## src/checked_radio_frame_deframer_unit_assert.svh

```systemverilog
// assertion helpers shared by the deframer modules
`ifndef CHECKED_RADIO_FRAME_DEFRAMER_UNIT_ASSERT_SVH
`define CHECKED_RADIO_FRAME_DEFRAMER_UNIT_ASSERT_SVH

// consequent must hold in the same cycle as the antecedent
`define CRFD_ASSERT_NOW(lbl, ante, cons, msg) \
	lbl: assert property (@(posedge clk) disable iff (!arst_n) (ante) |-> (cons)) \
		else $error(msg);

// consequent must hold in the cycle after the antecedent
`define CRFD_ASSERT_NEXT(lbl, ante, cons, msg) \
	lbl: assert property (@(posedge clk) disable iff (!arst_n) (ante) |=> (cons)) \
		else $error(msg);

`endif

```

## src/crfd_pkg.sv

```systemverilog
package crfd_pkg;

	localparam int HEADER_BYTES = 8;

	// fixed frame positions inside the header
	localparam int POS_IDLE  = 0;
	localparam int POS_SYNC2 = 1;
	localparam int POS_DIR   = 2;
	localparam int POS_CMD   = 3;
	localparam int POS_LENH  = 4;
	localparam int POS_LENL  = 5;
	localparam int POS_HCKA  = 6;
	localparam int POS_HCKB  = 7;

	localparam logic [7:0] SYNC1_RST    = 8'd72;
	localparam logic [7:0] SYNC2_RST    = 8'd101;
	localparam logic [7:0] INBOUND_RST  = 8'd16;
	localparam logic [7:0] OUTBOUND_RST = 8'd32;

	localparam logic [7:0] DIGIT_LO = 8'h30;
	localparam logic [7:0] DIGIT_HI = 8'h39;

	typedef enum logic [1:0] {
		CFG_SYNC1    = 2'd0,
		CFG_SYNC2    = 2'd1,
		CFG_INBOUND  = 2'd2,
		CFG_OUTBOUND = 2'd3
	} cfg_idx_t;

	typedef enum logic [2:0] {
		EV_PAYLOAD     = 3'd0,
		EV_GOOD        = 3'd1,
		EV_HEADER_ERR  = 3'd2,
		EV_PAYLOAD_BAD = 3'd3,
		EV_TOO_LONG    = 3'd4
	} ev_kind_t;

	typedef struct packed {
		logic [7:0] sync1;
		logic [7:0] sync2;
		logic [7:0] inbound;
		logic [7:0] outbound;
	} cfg_t;

	typedef struct packed {
		logic       hit;
		ev_kind_t   kind;
		logic [7:0] data;
		logic [7:0] cmd;
		logic [9:0] len;
	} res_t;

	// ascii digits stand for their value, anything else for itself
	function automatic logic [7:0] digit_map(input logic [7:0] b);
		logic [7:0] r;
		r = b;
		if (b >= DIGIT_LO && b <= DIGIT_HI) begin
			r = b - DIGIT_LO;
		end
		return r;
	endfunction

endpackage

```

## src/checked_radio_frame_deframer_unit.sv

```systemverilog
// Received radio bytes enter one per beat on the in channel and are checked against the
// frame layout: two sync bytes, direction, command, two length bytes, a two-byte header
// Fletcher-8 check, the payload and a two-byte payload Fletcher-8 check. Each payload byte
// leaves as its own result beat, and one status beat (good, payload check bad, header
// error or length too large) closes every frame that reaches its header check unless a
// byte equal to the first sync register, which restarts framing anywhere, comes first.
// Bytes are taken one per clock while the result register is free, passing the input
// register, frame step and result register. The user writes registers via the cfg port
// only while no byte is in flight (unenforced); they hold reset values until then.
module checked_radio_frame_deframer_unit #(
	parameter int MAX_PAYLOAD = 255
) (
	input  logic       clk,
	input  logic       arst_n,
	input  logic       cfg_we,
	input  logic [1:0] cfg_index,
	input  logic [7:0] cfg_data,
	input  logic       in_valid,
	output logic       in_ready,
	input  logic [7:0] rx_byte,
	output logic       out_valid,
	input  logic       out_ready,
	output logic [2:0] event_kind,
	output logic [7:0] data_byte,
	output logic [7:0] frame_command,
	output logic [9:0] frame_length
);
	import crfd_pkg::*;

	`include "checked_radio_frame_deframer_unit_assert.svh"

	cfg_t       cfg;
	res_t       res;
	logic       valid_s1;
	logic [7:0] byte_s1;
	logic       out_valid_q;
	res_t       out_q;
	logic       out_free;
	logic       step;

	crfd_cfg u_cfg (
		.clk       (clk),
		.arst_n    (arst_n),
		.cfg_we    (cfg_we),
		.cfg_index (cfg_index),
		.cfg_data  (cfg_data),
		.cfg       (cfg)
	);

	// the result slot frees when empty or taken this cycle
	assign out_free = !out_valid_q || out_ready;
	assign step     = valid_s1 && out_free;
	assign in_ready = !valid_s1 || out_free;

	// input register
	always_ff @(posedge clk or negedge arst_n) begin
		if (!arst_n) begin
			valid_s1 <= 1'b0;
		end else if (in_ready) begin
			valid_s1 <= in_valid;
		end
	end

	always_ff @(posedge clk) begin
		if (in_ready) begin
			byte_s1 <= rx_byte;
		end
	end

	crfd_parse #(
		.MAX_PAYLOAD (MAX_PAYLOAD)
	) u_parse (
		.clk    (clk),
		.arst_n (arst_n),
		.step   (step),
		.rx_b   (byte_s1),
		.cfg    (cfg),
		.res    (res)
	);

	// result register
	always_ff @(posedge clk or negedge arst_n) begin
		if (!arst_n) begin
			out_valid_q <= 1'b0;
		end else if (out_free) begin
			out_valid_q <= step && res.hit;
		end
	end

	always_ff @(posedge clk) begin
		if (out_free) begin
			out_q <= res;
		end
	end

	assign out_valid     = out_valid_q;
	assign event_kind    = out_q.kind;
	assign data_byte     = out_q.data;
	assign frame_command = out_q.cmd;
	assign frame_length  = out_q.len;

	// only payload beats carry a data byte
	`CRFD_ASSERT_NOW(a_data_zero, out_valid_q && out_q.kind != EV_PAYLOAD, out_q.data == 8'd0, "status beat with nonzero data")
	// an oversize frame reports no length
	`CRFD_ASSERT_NOW(a_too_long_len, out_valid_q && out_q.kind == EV_TOO_LONG, out_q.len == 10'd0, "length too large beat with length")
	// a byte waiting on a full result slot is held
	`CRFD_ASSERT_NEXT(a_s1_hold, valid_s1 && !out_free, valid_s1 && $stable(byte_s1), "input register lost a stalled byte")

endmodule

```

## src/crfd_cfg.sv

```systemverilog
module crfd_cfg (
	input  logic               clk,
	input  logic               arst_n,
	input  logic               cfg_we,
	input  logic [1:0]         cfg_index,
	input  logic [7:0]         cfg_data,
	output crfd_pkg::cfg_t     cfg
);
	import crfd_pkg::*;

	cfg_t cfg_q;

	// register file, written by index
	always_ff @(posedge clk or negedge arst_n) begin
		if (!arst_n) begin
			cfg_q.sync1    <= SYNC1_RST;
			cfg_q.sync2    <= SYNC2_RST;
			cfg_q.inbound  <= INBOUND_RST;
			cfg_q.outbound <= OUTBOUND_RST;
		end else if (cfg_we) begin
			case (cfg_idx_t'(cfg_index))
				CFG_SYNC1:    cfg_q.sync1    <= cfg_data;
				CFG_SYNC2:    cfg_q.sync2    <= cfg_data;
				CFG_INBOUND:  cfg_q.inbound  <= cfg_data;
				CFG_OUTBOUND: cfg_q.outbound <= cfg_data;
				default:      cfg_q          <= cfg_q;
			endcase
		end
	end

	assign cfg = cfg_q;

endmodule

```

## src/crfd_parse.sv

```systemverilog
module crfd_parse #(
	parameter int MAX_PAYLOAD = 255
) (
	input  logic           clk,
	input  logic           arst_n,
	input  logic           step,
	input  logic [7:0]     rx_b,
	input  crfd_pkg::cfg_t cfg,
	output crfd_pkg::res_t res
);
	import crfd_pkg::*;

	`include "checked_radio_frame_deframer_unit_assert.svh"

	localparam int POS_W = $clog2(MAX_PAYLOAD + HEADER_BYTES + 3);

	logic [POS_W-1:0] pos_q, pos_d;
	logic [7:0]       sum_lo_q, sum_lo_d;
	logic [7:0]       sum_hi_q, sum_hi_d;
	logic [7:0]       cmd_q, cmd_d;
	logic [15:0]      len_q, len_d;
	logic             chk_ok_q, chk_ok_d;

	logic [7:0]       lo_acc, hi_acc, head_hi;
	logic [9:0]       len10;
	logic [POS_W-1:0] end_pos, pos_inc;
	logic             hdr_ok;

	// running fletcher sums with the current byte folded in
	assign lo_acc  = sum_lo_q + rx_b;
	assign hi_acc  = sum_hi_q + lo_acc;
	assign head_hi = sum_hi_q - sum_lo_q;
	assign hdr_ok  = chk_ok_q && (rx_b == head_hi);
	assign len10   = len_q[9:0];
	assign end_pos = POS_W'(HEADER_BYTES) + POS_W'(len10);
	assign pos_inc = pos_q + POS_W'(1);

	// per-byte frame step
	always_comb begin
		pos_d    = pos_q;
		sum_lo_d = sum_lo_q;
		sum_hi_d = sum_hi_q;
		cmd_d    = cmd_q;
		len_d    = len_q;
		chk_ok_d = chk_ok_q;
		res      = '0;
		res.kind = EV_PAYLOAD;
		if (rx_b == cfg.sync1) begin
			// first sync byte restarts framing anywhere
			pos_d    = POS_W'(POS_SYNC2);
			sum_lo_d = '0;
			sum_hi_d = '0;
			cmd_d    = '0;
			len_d    = '0;
			chk_ok_d = 1'b0;
		end else if (pos_q == POS_W'(POS_IDLE)) begin
			pos_d = pos_q;
		end else if (pos_q == POS_W'(POS_SYNC2)) begin
			pos_d = (rx_b == cfg.sync2) ? POS_W'(POS_DIR) : POS_W'(POS_IDLE);
		end else if (pos_q == POS_W'(POS_DIR)) begin
			if (rx_b != cfg.inbound && rx_b != cfg.outbound) begin
				pos_d = POS_W'(POS_IDLE);
			end else begin
				sum_lo_d = lo_acc;
				sum_hi_d = hi_acc;
				pos_d    = POS_W'(POS_CMD);
			end
		end else if (pos_q == POS_W'(POS_CMD)) begin
			if (rx_b == 8'd0) begin
				pos_d = POS_W'(POS_IDLE);
			end else begin
				cmd_d    = digit_map(rx_b);
				sum_lo_d = lo_acc;
				sum_hi_d = hi_acc;
				pos_d    = POS_W'(POS_LENH);
			end
		end else if (pos_q == POS_W'(POS_LENH)) begin
			len_d    = {digit_map(rx_b), 8'd0};
			sum_lo_d = lo_acc;
			sum_hi_d = hi_acc;
			pos_d    = POS_W'(POS_LENL);
		end else if (pos_q == POS_W'(POS_LENL)) begin
			len_d    = {len_q[15:8], digit_map(rx_b)};
			sum_lo_d = lo_acc;
			sum_hi_d = hi_acc;
			pos_d    = POS_W'(POS_HCKA);
		end else if (pos_q == POS_W'(POS_HCKA)) begin
			chk_ok_d = (rx_b == sum_lo_q);
			sum_lo_d = lo_acc;
			sum_hi_d = hi_acc;
			pos_d    = POS_W'(POS_HCKB);
		end else if (pos_q == POS_W'(POS_HCKB)) begin
			// second header check byte is compared against sum b before check a
			sum_lo_d = lo_acc;
			sum_hi_d = hi_acc;
			if (!hdr_ok || cmd_q == 8'd0) begin
				pos_d    = POS_W'(POS_IDLE);
				res.hit  = 1'b1;
				res.kind = EV_HEADER_ERR;
			end else if (len_q > 16'(MAX_PAYLOAD)) begin
				pos_d    = POS_W'(POS_IDLE);
				res.hit  = 1'b1;
				res.kind = EV_TOO_LONG;
				res.cmd  = cmd_q;
			end else begin
				pos_d = POS_W'(HEADER_BYTES);
			end
		end else if (pos_q < end_pos) begin
			// payload byte streams straight out
			sum_lo_d = lo_acc;
			sum_hi_d = hi_acc;
			pos_d    = pos_inc;
			res.hit  = 1'b1;
			res.kind = EV_PAYLOAD;
			res.data = rx_b;
			res.cmd  = cmd_q;
			res.len  = len10;
		end else if (pos_q == end_pos) begin
			chk_ok_d = (rx_b == sum_lo_q);
			pos_d    = pos_inc;
		end else if (pos_q == end_pos + POS_W'(1)) begin
			pos_d    = POS_W'(POS_IDLE);
			res.hit  = 1'b1;
			res.kind = (chk_ok_q && rx_b == sum_hi_q) ? EV_GOOD : EV_PAYLOAD_BAD;
			res.cmd  = cmd_q;
			res.len  = len10;
		end else begin
			pos_d = POS_W'(POS_IDLE);
		end
	end

	// frame state, updated once per beat
	always_ff @(posedge clk or negedge arst_n) begin
		if (!arst_n) begin
			pos_q    <= '0;
			sum_lo_q <= '0;
			sum_hi_q <= '0;
			cmd_q    <= '0;
			len_q    <= '0;
			chk_ok_q <= 1'b0;
		end else if (step) begin
			pos_q    <= pos_d;
			sum_lo_q <= sum_lo_d;
			sum_hi_q <= sum_hi_d;
			cmd_q    <= cmd_d;
			len_q    <= len_d;
			chk_ok_q <= chk_ok_d;
		end
	end

	// header errors carry no command or length
	`CRFD_ASSERT_NOW(a_hdr_err_clear, res.hit && res.kind == EV_HEADER_ERR, res.cmd == 8'd0 && res.len == 10'd0, "header error with command or length")
	// a payload byte only comes out past the header with a nonzero command
	`CRFD_ASSERT_NOW(a_payload_pos, res.hit && res.kind == EV_PAYLOAD, pos_q >= POS_W'(HEADER_BYTES) && cmd_q != 8'd0, "payload beat outside payload section")
	// every closing status returns the parser to idle
	`CRFD_ASSERT_NEXT(a_close_idle, step && res.hit && res.kind != EV_PAYLOAD, pos_q == POS_W'(POS_IDLE), "parser not idle after frame status")

endmodule

```

## config.mk

```make
export PLATFORM = sky130hd
export DESIGN_NAME = checked_radio_frame_deframer_unit
export DESIGN_NICKNAME = d
export VERILOG_FILES = /design/src/crfd_pkg.sv /design/src/checked_radio_frame_deframer_unit.sv /design/src/crfd_cfg.sv /design/src/crfd_parse.sv
export VERILOG_INCLUDE_DIRS = /design/src /design/src/src
export SDC_FILE = /design/constraint.sdc
export NUM_CORES = 1
export LEC_CHECK = 0
export ABC_AREA = 1
export BUFFER_PORTS_ARGS = -buffer_cell sky130_fd_sc_hd__buf_2
export CORE_AREA = 5 5 131 133
export DETAILED_ROUTE_END_ITERATION = 6
export DIE_AREA = 0 0 136 138
export PLACE_DENSITY = 0.67
export SETUP_SLACK_MARGIN = 0.1
export SLEW_MARGIN = 20
export SYNTH_ARGS = -nofsm -noshare
export SYNTH_HDL_FRONTEND = slang
export SYNTH_SLANG_ARGS = --single-unit
```

## constraint.sdc

```tcl
create_clock -name clk -period 7.4 [get_ports clk]
set_input_delay 0 -clock clk [delete_from_list [all_inputs] [get_ports clk]]
set_output_delay 0 -clock clk [all_outputs]
set_load 0.1 [all_outputs]
```

== Word level (Yosys, flattened, before mapping) ==
Cells that the tools add are included.
Operators by class
  $add $sub $neg: 7
  order comparisons: 4
  equal/unequal tests: 30
  muxes and demuxes: 89
  bitwise logic cells: 1
  reductions and logical operators: 34
Operators with widths (number)
  8-bit 2-to-1 mux: 37
  30-bit 2-to-1 mux: 8
  9-bit 2-to-1 mux: 12
  16-bit 2-to-1 mux: 6
  18-bit 2-to-1 mux: 3
  8-bit == test: 5
  9-bit by 3-bit == test with 1-bit output (second input constant): 4
  4-bit 2-to-1 mux: 7
  6-bit AND reduction: 4
  9-bit by 1-bit adder with 9-bit output (second input constant): 2
  9-bit by 2-bit == test with 1-bit output (second input constant): 2
  9-bit == test: 2
  8-bit adder: 2
  16-bit by 8-bit greater-than comparator with 1-bit output (second input constant): 1
  8-bit logical NOT: 2
  8-bit != test: 2
  2-bit by 1-bit != test with 1-bit output (second input constant): 7
  1-bit 2-to-1 mux: 11
  10-bit 2-to-1 mux: 1
  10-bit AND reduction: 1
  2-bit AND reduction: 5
  10-bit OR reduction: 1
  4-bit by 9-bit adder with 9-bit output (first input constant): 1
  9-bit by 1-bit == test with 1-bit output (second input constant): 1
  other kinds (23): 38
Storage, ports and cells
  flip-flop bits (word level): 121
  input port bits: 23
  output and inout port bits: 31
  logic and storage cells: 183

== Logic depth before layout (Yosys ltp) ==
  depth in word-level cells: 16
  depth in mapped cells: 19
  depth with buffers taken out: 18

== By module ==
From an unflattened synthesis, not the netlist that was laid out.
Second synthesis, totals
  cell total of the unflattened synthesis: 1043
  area total of the unflattened synthesis: 8175.3 um2
By module, submodules not included
  crfd_parse: times used 1, cells each 853, area each 5532.8 um2, seq. area each 1251.2 um2
  crfd_cfg: times used 1, cells each 143, area each 1446.4 um2, seq. area each 810.8 um2
  checked_radio_frame_deframer_unit: times used 1, cells each 47, area each 1196.1 um2, seq. area each 1161.1 um2

== Worst setup path after synthesis ==
Ideal clock, no wire load.
  path type: reg-to-reg
  start point: register out_valid_q (netlist: out_valid)
  end point: register u_parse.len_q[4]
  library setup time: 0.119 ns
  data arrival time: 2.812 ns
  data required time: 7.281 ns
  setup slack: 4.470 ns
  cell stages (with the launch flop): 8
  path buffers: 1
  clock period less this slack: 2.930 ns
  path through: dfrtp_1 -> nand2_1 -> nand2_1 -> inv_1 -> nand2_1 -> a31oi_4 -> buf_2 -> o21a_1
On the way
  word-level cells in the longest chain between the ends: 4
Ends and longest elaborated chain
  from (decl): RTL line checked_radio_frame_deframer_unit.sv:36  | logic out_valid_q;
  from (signal assigned): RTL line checked_radio_frame_deframer_unit.sv:86  | out_valid_q <= step && res.hit;
  1-bit logical NOT: RTL line checked_radio_frame_deframer_unit.sv:51  | assign out_free = !out_valid_q || out_ready;
  1-bit logical OR: RTL line checked_radio_frame_deframer_unit.sv:51
  1-bit logical AND: RTL line checked_radio_frame_deframer_unit.sv:52  | assign step = valid_s1 && out_free;
  6-bit AND reduction (no source line)
  to (signal assigned): RTL line crfd_parse.sv:146  | len_q <= len_d;
  to (decl): RTL line crfd_parse.sv:21  | logic [15:0] len_q, len_d;
Every way passes these cells.
A chain may end at the register's enable or synchronous reset.

== Worst setup path in the final report ==
  start point: register u_parse.len_q[3]
  end point: register u_parse.sum_lo_q[2]
On the way
  word-level cells in the longest chain between the ends: 4
Ends and longest elaborated chain
  4-bit by 9-bit adder with 9-bit output: RTL line crfd_parse.sv:35  | assign end_pos = POS_W'(HEADER_BYTES) + POS_W'(len10);
  9-bit less-than comparator: RTL line crfd_parse.sv:108  | end else if (pos_q < end_pos) begin
  8-bit nonzero test (no source line)
  6-bit AND reduction (no source line)
  to (signal assigned): RTL line crfd_parse.sv:143  | sum_lo_q <= sum_lo_d;
  to (decl): RTL line crfd_parse.sv:18  | logic [7:0] sum_lo_q, sum_lo_d;
Every way passes these cells.

==> results.py <==
metrics = {
    "synthesis": {
        "proportion_of_synthesized_flip_flops_having_asynchronous_set_or_reset": 0.694,
        "synthesis.area_um2": 7740,
        "yosysUniqueCellTypes": 50,
        "synth_area_per_cell_um2": 7.92,
        "syn-instance-count": 978,
        "yosys_warnings": 0,
        "synthesis.nets": 1044,
        "synth-edff-count": 37,
        "share_of_the_yosys_chip_area_belonging_to_registers": 0.416,
        "synth_seq_cells": 121,
        "synth-main-ff-cell": "dfrtp_1",
    },
    "global_routing": {
        "grt_use_total": 0.203,
        "grt_start_max_net_pins": 50,
        "globalRoute.totalOverflow": 0,
        "antenna_violations_before_repair": 0,
        "first_pass_grt_wire_length_um": 30600,
        "grt_pass1_vias": 6289,
    },
    "timing": {
        "min_period_ns": 3.15,
        "max_slew.worst_pin.slew_ns": 0.668,
        "timing.setup.tns_ns": 0,
        "timing.final.hold_violations": 0,
        "grt_setup_unrepaired": "false",
        "slew_violations": 0,
        "fmax_mhz": 317,
        "worst_slew_margin_relative_to_its_limit": 0.553,
        "fin_skew_ns": 0.00563,
        "period_share": 0.426,
        "count_of_final_setup_violators": 0,
    },
    "floorplanning": {
        "floorplan.die_area_um2": 18800,
        "die_height_um": 138,
        "placement_rows": 46,
        "io-pin-count": 54,
        "floorplan.die.width_um": 136,
        "core-area_um2": 15700,
        "floorplan.initialDensity": 0.493,
    },
    "route": {
        "detail_route.drc_violations": 0,
        "number_of_iterations_in_the_first_detailed_routing_pass": 5,
        "route.antenna.remaining_nets": 0,
        "route.vias.total": 6519,
        "wl_per_instance_um": 14.5,
        "postRouteWirelength_um": 18500,
        "detail_route.vias_per_cell": 5.12,
        "drt-initial-drc-count": 494,
    },
    "cells_and_area": {
        "nets": 1111,
        "layout_commonest_cell": "nand2_1",
        "multi_input_combinational_cell_area_um2": 3860,
        "antenna-diode-count": 0,
        "post_route_cells_drive_above_1_share": 0.123,
        "final_core_utilization": 0.566,
        "layout.cells.most_common_list": "246 x nand2_1, 124 x inv_1, 80 x nor2_1",
        "layout.cells.non_filler": 1274,
        "layout-area-overhead-vs-synth_pct": 14.8,
        "fillerInstances": 1463,
        "seq_area_um2": 3220,
    },
    "placed_design": {
        "place_congestion": 0.860,
        "placed_cells_incl_taps": 1224,
        "portBuffers": 53,
        "dp_hpwl_um": 13800,
    },
    "cts": {
        "cts_inserted_buffers": 17,
        "worst_setup_hold_path_clk_slew_ns": 0.05,
        "cts_root_buffer": "clkbuf_16",
        "cts_sinks": 121,
        "cts_tree": "built",
        "cts_max_path_buffers": 2,
        "worstSkewPairLatency_ns": 0.42,
        "count_of_h_tree_levels_built_during_cts": 4,
    },
    "power_and_ir_drop": {
        "ir_worst_vdd_v": 0.000294,
        "power.density_cell_area_nw_per_um2": 521,
        "totalPowerFinal_uw": 4630,
        "static-leakage-power_uw": 0.00444,
    },
    "job": {
        "cap_violations": 0,
    },
    "critical_path": {
        "cp_data_arrival_time_ns": 3.48,
        "reg2reg_slack_ns": 4.25,
        "critical_path_source_type": "register",
        "path_class": "reg -> reg",
        "critical_path_required_ns": 7.72,
        "worstSetupEndpointType": "register",
        "crit_fanout": 32,
    },
    "worst_hold_path": {
        "holdCritPathClass": "in -> async",
    },
    "outcome": {
        "outcome": "finished, final reports clean",
    },
}
area by class of cell:
class,instances,area share
repair buffers,72,0.0512
flip-flops and latches,121,0.363
clock inverters,13,0.0149
multi-input cells,700,0.434
well taps,216,0.0304
clock buffers,19,0.0498
inverters,133,0.0570
stage by stage:
stage / instance area, um2 / setup WS, ns / hold WS (ns)
after detailed placement: 8130 / 4.29 / -0.00804
final: 8890 / 4.25 / 0.0750
after global placement: 8130 / 4.33 / -0.00704
after CTS: 8890 / 4.25 / 0.0876
after floorplan: 7740 / 4.47 / -0.296
after global routing: 8890 / 3.90 / 0.142
power breakdown:
part	switching (uW)	internal, uW	total, uW
combinational	1800	820	2620
clock	282	527	809
sequential	231	973	1200
total	2310	2320	4630
cell families after synthesis:
kind of cell	synth area share
simple gates	0.266
buf+inv	0.0859
compound gates	0.104
flops	0.416
xor+xnor	0.0554
fa+ha+maj	0.0724
flip-flops by register name (all words and copies together), names as in the netlist:
register          flops
u_parse.sum_lo_q      8
u_parse.len_q        16
out_valid             1
u_cfg.cfg            32
u_parse.cmd_q         8
frame_command         8
valid_s1              1
u_parse.pos_q         9
u_parse.sum_hi_q      8
u_parse.chk_ok_q      1
frame_length         10
byte_s1               8
data_byte             8
event_kind            3
what timing repair did:
action,CTS,global route
setup buffers,0,0
endpoints found under the setup margin,0,0
hold endpoints to repair,76,0
hold buffers,18,0
gates resized for setup,0,0
synthesized netlist by cell type, drive strengths merged (9+ instances only):
master / instances / share of area
a21oi: 28 / 0.019
buf: 19 / 0.018
dfrtp: 76 / 0.25
edfxtp: 37 / 0.14
ha: 40 / 0.065
inv: 133 / 0.065
nand2: 254 / 0.13
nand3: 72 / 0.049
nand4: 19 / 0.015
nor2: 85 / 0.044
nor3: 13 / 0.011
o21ai: 83 / 0.054
o22ai: 12 / 0.0097
or2: 9 / 0.0073
xnor2: 19 / 0.021
xor2: 30 / 0.034
per-layer routing:
| metal | up-vias | GRT usage | part of all wire |
|---|---|---|---|
| met5 | - | 0 | 0 |
| met4 | 0 | 0.0695 | 0.022 |
| met3 | 34 | 0.0370 | 0.043 |
| met2 | 159 | 0.331 | 0.47 |
| met1 | 2993 | 0.271 | 0.46 |
| li1 | 3333 | - | - |
critical path, cell delays in order (launching register included):
cell,delay (ns)
dfrtp_1,0.55
inv_1,0.14
ha_1,0.35
ha_1,0.34
a21o_1,0.17
o21ai_0,0.15
nand3_1,0.25
nand3_1,0.17
nor2_1,0.06
nor2_2,0.09
nand3_2,0.46
o21ai_1,0.34
worst paths after layout:
check / from / endpoint / depth (start not counted)
worst max-delay path: u_parse.len_q[3] / u_parse.sum_lo_q[2] / 11
worst min-delay path: arst_n / u_parse.sum_lo_q[6] / 2
worst max register to register: u_parse.len_q[3] / u_parse.sum_lo_q[2] / 11
worst min register to register: u_parse.chk_ok_q / u_parse.chk_ok_q / 2
max in group asynchronous: arst_n / u_parse.sum_lo_q[4] / 3
min in group clk: cfg_we / u_cfg.cfg[12] / 4
(Power assumes the default switching activity.)
